`config.mk`:
```
export PLATFORM = sky130hd
export DESIGN_NAME = integer_set_membership_table_top
export DESIGN_NICKNAME = d
export VERILOG_FILES = /design/src/ismt_pkg.sv /design/src/ismt_cell.sv /design/src/integer_set_membership_table_top.sv
export SDC_FILE = /design/constraint.sdc
export NUM_CORES = 1
export LEC_CHECK = 0
export ABC_CLOCK_PERIOD_IN_PS = 4350
export BUFFER_PORTS_ARGS = -buffer_cell sky130_fd_sc_hd__buf_2
export CELL_PAD_IN_SITES_DETAIL_PLACEMENT = 1
export CELL_PAD_IN_SITES_GLOBAL_PLACEMENT = 1
export CORE_UTILIZATION = 50
export CTS_BUF_LIST = sky130_fd_sc_hd__clkbuf_8
export CTS_CLUSTER_SIZE = 10
export DETAILED_ROUTE_END_ITERATION = 10
export MAX_ROUTING_LAYER = met4
export PLACE_DENSITY = 0.87
export SLEW_MARGIN = 20
export SYNTH_ARGS = -nofsm -noshare
export SYNTH_HDL_FRONTEND = slang
export SYNTH_SLANG_ARGS = --single-unit
```
`constraint.sdc`:
```
create_clock -name i_clk -period 4.35 [get_ports i_clk]
set_input_delay 0 -clock i_clk [delete_from_list [all_inputs] [get_ports i_clk]]
set_output_delay 0 -clock i_clk [all_outputs]
set_load 0.02 [all_outputs]
```
`src/ismt_pkg.sv`:
```
`default_nettype none

package ismt_pkg;

    localparam int CAPACITY_DEF = 16;
    localparam int ELEM_W       = 32;
    localparam int COUNT_W      = 5;

    typedef enum logic [1:0] {
        ACT_INSERT = 2'd0,
        ACT_REMOVE = 2'd1,
        ACT_QUERY  = 2'd2,
        ACT_CLEAR  = 2'd3
    } t_action;

    typedef enum logic [1:0] {
        ST_OK      = 2'd0,
        ST_PRESENT = 2'd1,
        ST_ABSENT  = 2'd2,
        ST_FULL    = 2'd3
    } t_status;

    // per-cycle commands broadcast along the row of cells
    typedef struct packed {
        logic cmp;
        logic ins;
        logic rem;
    } t_cell_ctl;

endpackage

`default_nettype wire

```
`src/ismt_cell.sv`:
```
`default_nettype none

module ismt_cell #(
    parameter int INDEX = 0,
    parameter int IDX_W = 4,
    parameter int CNT_W = 5
) (
    input  wire                        i_clk,
    input  ismt_pkg::t_cell_ctl        i_ctl,
    input  wire [ismt_pkg::ELEM_W-1:0] i_key,
    input  wire [CNT_W-1:0]            i_held,
    input  wire [IDX_W-1:0]            i_pos,
    input  wire [ismt_pkg::ELEM_W-1:0] i_next_data,
    output wire [ismt_pkg::ELEM_W-1:0] o_data,
    output wire                        o_hit
);

    logic [ismt_pkg::ELEM_W-1:0] r_data;
    logic                        r_hit;
    logic                        w_live;
    logic                        w_shift;
    logic                        w_append;

    assign w_live   = CNT_W'(INDEX) < i_held;
    // cells from the removed slot up to the one before the last valid one pull from the right
    assign w_shift  = i_ctl.rem && (IDX_W'(INDEX) >= i_pos) && (CNT_W'(INDEX + 1) < i_held);
    assign w_append = i_ctl.ins && (CNT_W'(INDEX) == i_held);

    always_ff @(posedge i_clk) begin
        if (i_ctl.cmp) begin
            r_hit <= w_live && (r_data == i_key);
        end
        if (w_append) begin
            r_data <= i_key;
        end else if (w_shift) begin
            r_data <= i_next_data;
        end
    end

    assign o_data = r_data;
    assign o_hit  = r_hit;

endmodule

`default_nettype wire

```
`src/integer_set_membership_table_top.sv`:
```
`default_nettype none

// Set of distinct signed 32-bit values kept in insertion order in a row of
// CAPACITY cells. A request on the s_axis side carries the action in tuser
// (insert, remove, query, clear) and the value in tdata; each request yields
// one result on the m_axis side with the status in tuser and the count in
// tdata. A request passes a compare state, in which every cell compares
// its word against the value, and then an update state, in which the table
// is updated and the result is registered (an append into the next free
// cell, or a one-step shift of the cells behind a removed entry); the update
// waits while an earlier result is still held. A new request is taken in the
// update cycle of the previous one. Stored words are not cleared at reset;
// only the count is.

module integer_set_membership_table_top #(
    parameter int CAPACITY = ismt_pkg::CAPACITY_DEF
) (
    input  wire         i_clk,
    input  wire         i_rst_n,
    input  wire         s_axis_tvalid,
    output wire         s_axis_tready,
    input  wire [31:0]  s_axis_tdata,   // [31:0] element
    input  wire [1:0]   s_axis_tuser,   // [1:0] action
    output wire         m_axis_tvalid,
    input  wire         m_axis_tready,
    output wire [7:0]   m_axis_tdata,   // [4:0] count, [7:5] zero
    output wire [1:0]   m_axis_tuser    // [1:0] status
);

    localparam int IDX_W = (CAPACITY > 1) ? $clog2(CAPACITY) : 1;
    localparam int CNT_W = $clog2(CAPACITY + 1);

    typedef enum logic [2:0] {
        S_IDLE = 3'b001,
        S_CMP  = 3'b010,
        S_ACT  = 3'b100
    } t_state;

    t_state                      r_state, n_state;
    logic [CNT_W-1:0]            r_held, n_held;
    ismt_pkg::t_action           r_action;
    logic [ismt_pkg::ELEM_W-1:0] r_key;
    logic                        r_out_valid;
    ismt_pkg::t_status           r_status, n_status;
    logic [ismt_pkg::COUNT_W-1:0] r_count;

    logic [ismt_pkg::ELEM_W-1:0] w_data [CAPACITY];
    logic [CAPACITY-1:0]         w_hit;
    logic                        w_found;
    logic [IDX_W-1:0]            w_pos;
    logic                        w_slot_free;
    logic                        w_fire;
    logic                        w_in_accept;
    logic                        w_full;
    ismt_pkg::t_cell_ctl         w_ctl;

    assign w_slot_free   = !r_out_valid || m_axis_tready;
    assign w_fire        = (r_state == S_ACT) && w_slot_free;
    assign s_axis_tready = (r_state == S_IDLE) || w_fire;
    assign w_in_accept   = s_axis_tvalid && s_axis_tready;
    assign w_full        = r_held >= CNT_W'(CAPACITY);
    assign w_found       = |w_hit;

    // at most one cell hits since the stored values are distinct
    always_comb begin
        w_pos = '0;
        for (int i = 0; i < CAPACITY; i++) begin
            if (w_hit[i]) begin
                w_pos = w_pos | IDX_W'(i);
            end
        end
    end

    always_comb begin
        w_ctl.cmp = (r_state == S_CMP);
        w_ctl.ins = w_fire && (r_action == ismt_pkg::ACT_INSERT) && !w_found && !w_full;
        w_ctl.rem = w_fire && (r_action == ismt_pkg::ACT_REMOVE) && w_found;
    end

    for (genvar g = 0; g < CAPACITY; g++) begin : g_cell
        logic [ismt_pkg::ELEM_W-1:0] w_next;
        if (g == CAPACITY - 1) begin : g_last
            assign w_next = w_data[g];
        end else begin : g_mid
            assign w_next = w_data[g + 1];
        end
        ismt_cell #(
            .INDEX (g),
            .IDX_W (IDX_W),
            .CNT_W (CNT_W)
        ) u_cell (
            .i_clk       (i_clk),
            .i_ctl       (w_ctl),
            .i_key       (r_key),
            .i_held      (r_held),
            .i_pos       (w_pos),
            .i_next_data (w_next),
            .o_data      (w_data[g]),
            .o_hit       (w_hit[g])
        );
    end

    always_comb begin
        n_held   = r_held;
        n_status = ismt_pkg::ST_OK;
        case (r_action)
            ismt_pkg::ACT_INSERT: begin
                if (w_found) begin
                    n_status = ismt_pkg::ST_PRESENT;
                end else if (w_full) begin
                    n_status = ismt_pkg::ST_FULL;
                end else begin
                    n_held = r_held + CNT_W'(1);
                end
            end
            ismt_pkg::ACT_REMOVE: begin
                if (w_found) begin
                    n_held = r_held - CNT_W'(1);
                end else begin
                    n_status = ismt_pkg::ST_ABSENT;
                end
            end
            ismt_pkg::ACT_QUERY: begin
                n_status = w_found ? ismt_pkg::ST_OK : ismt_pkg::ST_ABSENT;
            end
            default: begin
                n_held = '0;
            end
        endcase
    end

    always_comb begin
        n_state = r_state;
        case (r_state)
            S_IDLE: begin
                if (w_in_accept) begin
                    n_state = S_CMP;
                end
            end
            S_CMP: begin
                n_state = S_ACT;
            end
            S_ACT: begin
                if (w_fire) begin
                    n_state = w_in_accept ? S_CMP : S_IDLE;
                end
            end
            default: begin
                n_state = S_IDLE;
            end
        endcase
    end

    always_ff @(posedge i_clk) begin
        if (!i_rst_n) begin
            r_state     <= S_IDLE;
            r_held      <= '0;
            r_out_valid <= 1'b0;
        end else begin
            r_state <= n_state;
            if (w_fire) begin
                r_held      <= n_held;
                r_out_valid <= 1'b1;
            end else if (m_axis_tready) begin
                r_out_valid <= 1'b0;
            end
        end
    end

    always_ff @(posedge i_clk) begin
        if (w_in_accept) begin
            r_action <= ismt_pkg::t_action'(s_axis_tuser);
            r_key    <= s_axis_tdata;
        end
        if (w_fire) begin
            r_status <= n_status;
            r_count  <= ismt_pkg::COUNT_W'(n_held);
        end
    end

    assign m_axis_tvalid = r_out_valid;
    assign m_axis_tdata  = 8'(r_count);
    assign m_axis_tuser  = r_status;

    a_held_bound: assert property (@(posedge i_clk) disable iff (!i_rst_n)
        r_held <= CNT_W'(CAPACITY))
        else $error("entry count beyond capacity");

    a_result_from_act: assert property (@(posedge i_clk) disable iff (!i_rst_n)
        w_fire |=> r_out_valid && ($past(r_state) == S_ACT))
        else $error("result not registered after update cycle");

    a_cmp_then_act: assert property (@(posedge i_clk) disable iff (!i_rst_n)
        (r_state == S_CMP) |=> (r_state == S_ACT))
        else $error("compare cycle not followed by update");

    a_remove_count: assert property (@(posedge i_clk) disable iff (!i_rst_n)
        w_ctl.rem |=> (r_held == $past(r_held) - CNT_W'(1)))
        else $error("remove did not drop the count by one");

    a_no_update_outside_act: assert property (@(posedge i_clk) disable iff (!i_rst_n)
        (w_ctl.ins || w_ctl.rem) |-> (r_state == S_ACT) && w_slot_free)
        else $error("table changed outside the update cycle");

endmodule

`default_nettype wire

```
======== Word level (Yosys, flattened, before mapping) ========
Index checks and enable logic that the tools add are counted.
word-level totals
  bits in registers ....................... 578
  output and inout bits ................... 12
  word-level logic and storage cells ...... 265
operators by class
  order comparisons ....................... 32
  equality and inequality tests ........... 38
  add/sub/neg operators ................... 2
  reduce and logical (&&, ||, !) cells .... 95
  muxes and demuxes ....................... 59
operators with widths
  kind                                                              number
  2-to-1 mux 32 bit                                                 30
  == test 32 bit                                                    16
  logical AND 1 bit                                                 69
  == test 4 x 5 -> 1 bit, first input constant                      8
  < comparator 4 x 5 -> 1 bit, first input constant                 8
  2-to-1 mux 4 bit                                                  8
  nonzero test 2 bit                                                16
  greater-or-equal comparator 4 bit, first input constant           7
  == test 3 x 5 -> 1 bit, first input constant                      4
  < comparator 3 x 5 -> 1 bit, first input constant                 4
  2-to-1 mux 3 bit                                                  6
  greater-or-equal comparator 3 x 4 -> 1 bit, first input constant  4
  OR reduction 16 bit                                               1
  2-to-1 mux 5 bit                                                  3
  one-hot mux 5 bit (3 select lines)                                1
  2-to-1 mux 2 bit                                                  6
  == test 2 x 5 -> 1 bit, first input constant                      2
  < comparator 1 x 5 -> 1 bit, first input constant                 2
  < comparator 2 x 5 -> 1 bit, first input constant                 2
  one-hot mux 3 bit (3 select lines)                                1
  greater-or-equal comparator 1 x 4 -> 1 bit, first input constant  2
  greater-or-equal comparator 2 x 4 -> 1 bit, first input constant  2
  adder 5 x 1 -> 5 bit, second input constant                       1
  == test 1 x 5 -> 1 bit, first input constant                      1
  16 further kinds                                                  22

======== Depth between registers and ports, before layout ========
  word-level depth ........................ 20
  mapped depth ............................ 9
  mapped depth without buffers ............ 6

======== By module ========
A second synthesis with hierarchy kept.
unflattened totals
  cells, all modules ...................... 2070
  area, all modules ....................... 32334.8 um^2
by module, submodules not included
  module                            instances  cells an instance  area each (um^2)  seq. area each (um^2)
  integer_set_membership_table_top  1          172                2269.7            1411.4
  ismt_cell at g_cell[15].u_cell    1          118                1945.6            991.0
  ismt_cell at g_cell[1].u_cell     1          117                1924.3            991.0
  ismt_cell at g_cell[3].u_cell     1          120                1916.8            991.0
  ismt_cell at g_cell[10].u_cell    1          120                1915.6            991.0
  ismt_cell at g_cell[12].u_cell    1          120                1911.8            991.0
  ismt_cell at g_cell[4].u_cell     1          120                1908.1            991.0
  ismt_cell at g_cell[9].u_cell     1          120                1904.3            991.0
  ismt_cell at g_cell[14].u_cell    1          117                1901.8            991.0
  ismt_cell at g_cell[5].u_cell     1          119                1901.8            991.0
  ismt_cell at g_cell[13].u_cell    1          118                1896.8            991.0
  ismt_cell at g_cell[6].u_cell     1          119                1893.1            991.0
  ismt_cell at g_cell[0].u_cell     1          117                1890.6            991.0
  ismt_cell at g_cell[8].u_cell     1          119                1798.0            991.0
  3 more rows                       --         --                 --                --

======== Worst setup path after synthesis ========
No wires, ideal clock.
  path kind ............................... reg2reg
  start point ............................. register g_cell[10].u_cell.r_hit
  end point ............................... register g_cell[1].u_cell.r_data, in the netlist g_cell[1].u_cell.o_data[0] (enable)
  path buffers ............................ 0
  library setup time ...................... 0.470 ns
  stages on the path, launching flop included .. 6
  period minus slack after synthesis ...... 4.674 ns
  data arrival time ....................... 4.204 ns
  setup slack ............................. -0.324 ns
  cells stage by stage .................... edfxtp_1 or4_1 nor2_1 o2111ai_1 or2_2 o31ai_1
on the way
  word-level cells in the longest chain between the ends .. 10
  elaborated cells on any way between the ends .. 16
  those cells by class .................... 1 x order compare; 6 x mux; 9 x reduce/logical
RTL lines
  item                                        RTL line                                source
  start: declaration                          ismt_cell.sv:19                         logic r_hit;
  start signal: assignment                    ismt_cell.sv:31                         r_hit <= w_live && (r_data == i_key);
  2-to-1 mux 4 bit (6 in a row)               integer_set_membership_table_top.sv:68  if (w_hit[i]) begin
  greater-or-equal comparator 1 x 4 -> 1 bit  ismt_cell.sv:26                         assign w_shift = i_ctl.rem && (IDX_W'(INDEX) >= i_pos) && (CNT_W'(INDEX + 1) < i_held);
  logical AND 1 bit (2 in a row)              ismt_cell.sv:26
  nonzero test 2 bit (no source line) (*)     --
  end signal: assignment                      ismt_cell.sv:34                         r_data <= i_key;
  end signal: assignment                      ismt_cell.sv:36                         r_data <= i_next_data;
  end: declaration                            ismt_cell.sv:18                         logic [ismt_pkg::ELEM_W-1:0] r_data;
Every way passes the cells marked *; elsewhere a longest branch is shown, timed or not.
A chain may end at the register's enable or synchronous reset.

======== Final worst setup path ========
  start point ............................. register r_action[0]
  end point ............................... register g_cell[9].u_cell.r_data, in the netlist g_cell[9].u_cell.o_data[16], data pin
on the way
  word-level cells in the longest chain between the ends .. 6
RTL lines
  item                            RTL line                                 source
  start: declaration              integer_set_membership_table_top.sv:41   ismt_pkg::t_action r_action;
  start signal: assignment        integer_set_membership_table_top.sv:172  r_action <= ismt_pkg::t_action'(s_axis_tuser);
  logical NOT 2 bit               integer_set_membership_table_top.sv:76   w_ctl.ins = w_fire && (r_action == ismt_pkg::ACT_INSERT) && !w_found && !w_full;
  logical AND 1 bit (3 in a row)  integer_set_membership_table_top.sv:76
  logical AND 1 bit               ismt_cell.sv:27                          assign w_append = i_ctl.ins && (CNT_W'(INDEX) == i_held);
  2-to-1 mux 32 bit               ismt_cell.sv:33                          if (w_append) begin
  end signal: assignment          ismt_cell.sv:34
  end signal: assignment          ismt_cell.sv:36
  end: declaration                ismt_cell.sv:18
Every way passes these cells.

==> summary.txt <==
Outcome
  • Outcome: complete, but fails checks
  • Violated checks: negative hold slack

Synth
  • Ys async rst share: 0%
  • Mapped cell area: around 31000 µm²
  • Synth unique cells: 57
  • Synth Area per Inst: around 14 µm²
  • Number of synthesized flops with an enable pin: about 570
  • Yosys warnings: 0
  • Post-synthesis register bit count: 578
  • Synthesized instance count: 2169
  • Post-synth top flop: edfxtp_1
  • Sequential-to-total area share from yosys stat: 56.5%

GRT
  • GR Util All Layers: 35.5%
  • Largest net degree at the start of global routing: 36
  • Congestion Overflow GR: 0
  • GR Layer Usage met2: 57.5%
  • Initial antenna violation count: 14
  • GRT met3 Usage: 8.65%
  • Vias in the first global route: 22200
  • Met1 usage in global routing: 39.9%
  • Global-route wire length before repair: 155000 µm
  • GR peak layer: met2

STA
  • Final hold vios: 1
  • RSZ-0062 raised after global routing: false
  • Part of the cycle the worst path needs: 89.8%
  • Worst-margin pin slew: 1190 ps
  • Clock Skews: 64.6 ps
  • Final worst path period need: approximately 4000 ps
  • Worst hold margin: -5.65 ps
  • Slew HR: between 10% and 20%
  • Worst setup margin: 444 ps
  • Max frequency: roughly 260 MHz
  • Max-slew violations: 0
  • Final setup fails: 0

Finish
  • Most frequent cells in the layout: 569 x edfxtp_1, 392 x xor2_1, 290 x mux2_2
  • Layout cells sized above 1: 24.7%
  • Final nets: 2336
  • Core Util, Final: 56.7%
  • Most common cell after layout, fill and taps aside: edfxtp_1
  • Area Growth Syn to Fin: 12.0%

Route
  • Wirelength per Cell: 34.2 µm
  • Initial drt markers: 2503
  • Via count: 20700
  • Final ANT Viol Nets: 0
  • First-pass DRT Iterations: 6
  • WL final: 108000 µm
  • Via density: roughly 6.6
  • Detailed-route DRC error count: 0

Floorplanning
  • Starting Density: between 50 and 60%
  • Total I/O pin count: 50
  • Core area: 60400 µm²
  • Die footprint: 62100 µm²
  • Die Width: 249 µm
  • Row count: 90
  • Die Y: 249 µm

CTS
  • Root buffer cell: clkbuf_8
  • H-tree depth: 3
  • CTS resizes: 0
  • CTS tree: done
  • CTS Sinks: 578
  • Setup Fix Bufs, Post-CTS: 0
  • CTS Hold Buffers Added: 70
  • Clk Latency, worst-skew pair: just under 800 ps
  • Inserted Clock Buffers: 98
  • Clock transition at path regs: 70 ps
  • Clk buf depth: 3

Worst hold path
  • Hold crit path type: in2reg
  • WHS Path Cells: 2

Power
  • Maximum VDD drop: a little over 0.2 mV
  • Total power: 11700 µW
  • Power density cells: ~340 nW/µm²
  • P_leak: 0.0116 µW

Critical path
  • Crit-path max FO: 21
  • Required time of the worst setup path: between 4000 and 5000 ps
  • Cells on worst reg2reg path: 7
  • Crit start category: register
  • Type of destination of the critical path: register
  • CP arrival: about 4400 ps
  • Crit Path Category: reg2reg

Placement
  • Dpl ws: 565 ps
  • Routability cong.: 0.970
  • Hpwl dp: 65800 µm
  • PortBufs: 46

Flow run
  • Total of max-cap violations: 0
## kinds of logic after synthesis
logic type	after synthesis	share of synthesized area, %
flops	578	56.5
simple gates	312	6.12
mux	482	17.8
buf+inv	203	3.02
compound gates	72	1.49
xor+xnor	512	14.7
fa+ha+maj	9	0.369
other cells	1	0.0123
## report_power, final
part | leakage [µW] | internal [µW] | switching [µW]
clock network | 0.000977 | 2120 | 2590
logic | 0.00545 | 272 | 551
registers | 0.00520 | 6070 | 78.8
## synthesized netlist by cell type, drive strengths merged (2+ instances only)
cell type  instances  area (µm²)
nand3             22         110
nor2              27         101
or4                5        37.5
o21ai             19        95.1
or3                3        18.8
dfxtp              9         180
mux2             482        5430
or2                2        12.5
nand2             39         176
a21oi             18        90.1
and2               6        37.5
clkbuf           108         405
edfxtp           569       17100
xnor2            120        1050
xor2             392        3430
a211oi             3        22.5
ha                 9         113
nor2b              3        18.8
nand3b             2        15.0
a31oi              3        18.8
o41ai              2        17.5
o22ai              5        31.3
and3               6        37.5
a21boi             2        15.0
nor4             121         827
o31ai              7        52.6
buf               87         487
o2bb2ai            2        17.5
or3b               2        17.5
inv                8        30.0
nand4             49         313
o21a               2        15.0
nor3              16        85.1
nand2b             7        43.8
## layout make-up
type | count | area (µm²)
diodes | 11 | 27.5
clock buffers | 98 | 1350
clock inverters | 78 | 368
fillers | 5758 | 26100
inverters | 8 | 30.0
multi-input cells | 1390 | 12500
flip-flops and latches | 578 | 17300
well taps | 782 | 978
repair buffers | 213 | 1700
## per-stage QoR
step           TNS, ps  instance area, µm²  std cells
3_5_place_dp         0               31700       2900
5_1_grt              0               34200       3158
2_1_floorplan   -19060               30600       2171
4_1_cts              0               34200       3146
3_3_place_gp         0               31700       2900
6_report             0               34200       3158
## state kept, by name, summed over array words and instances, names as in the netlist
name / count
r_count: 5
r_key: 32
r_state: 3
g_cell.u_cell.o_data: 512
g_cell.u_cell.o_hit: 16
m_axis_tvalid: 1
r_held: 5
m_axis_tuser: 2
r_action: 2
## path summary, 6_finish.rpt
| check | to | from | slack [ps] |
|---|---|---|---|
| setup / recovery | g_cell[9].u_cell.o_data[16]$_DFFE_PP_ | r_action[0]$_DFFE_PP_ | 440 |
| hold / removal | r_key[24]$_DFFE_PP_ | s_axis_tdata[24] | -6 |
| setup reg to reg | g_cell[9].u_cell.o_data[16]$_DFFE_PP_ | r_action[0]$_DFFE_PP_ | 440 |
| hold reg to reg | g_cell[13].u_cell.o_data[15]$_DFFE_PP_ | g_cell[14].u_cell.o_data[15]$_DFFE_PP_ | 560 |
## metal layers
metal,vias up,wire length [µm]
met2,1445,52000
met4,0,7500
met1,10500,37800
li1,8276,-
met5,-,0
met3,520,10600
## critical path: stages (launching register included)
cell and delay [ps]:
edfxtp_1 430, inv_1 110, ha_1 520, nand3_1 530, nor3_2 470, nand4_1 660
buf_4 490, mux2_1 380
No activity file was read; power rests on OpenSTA's default activity.
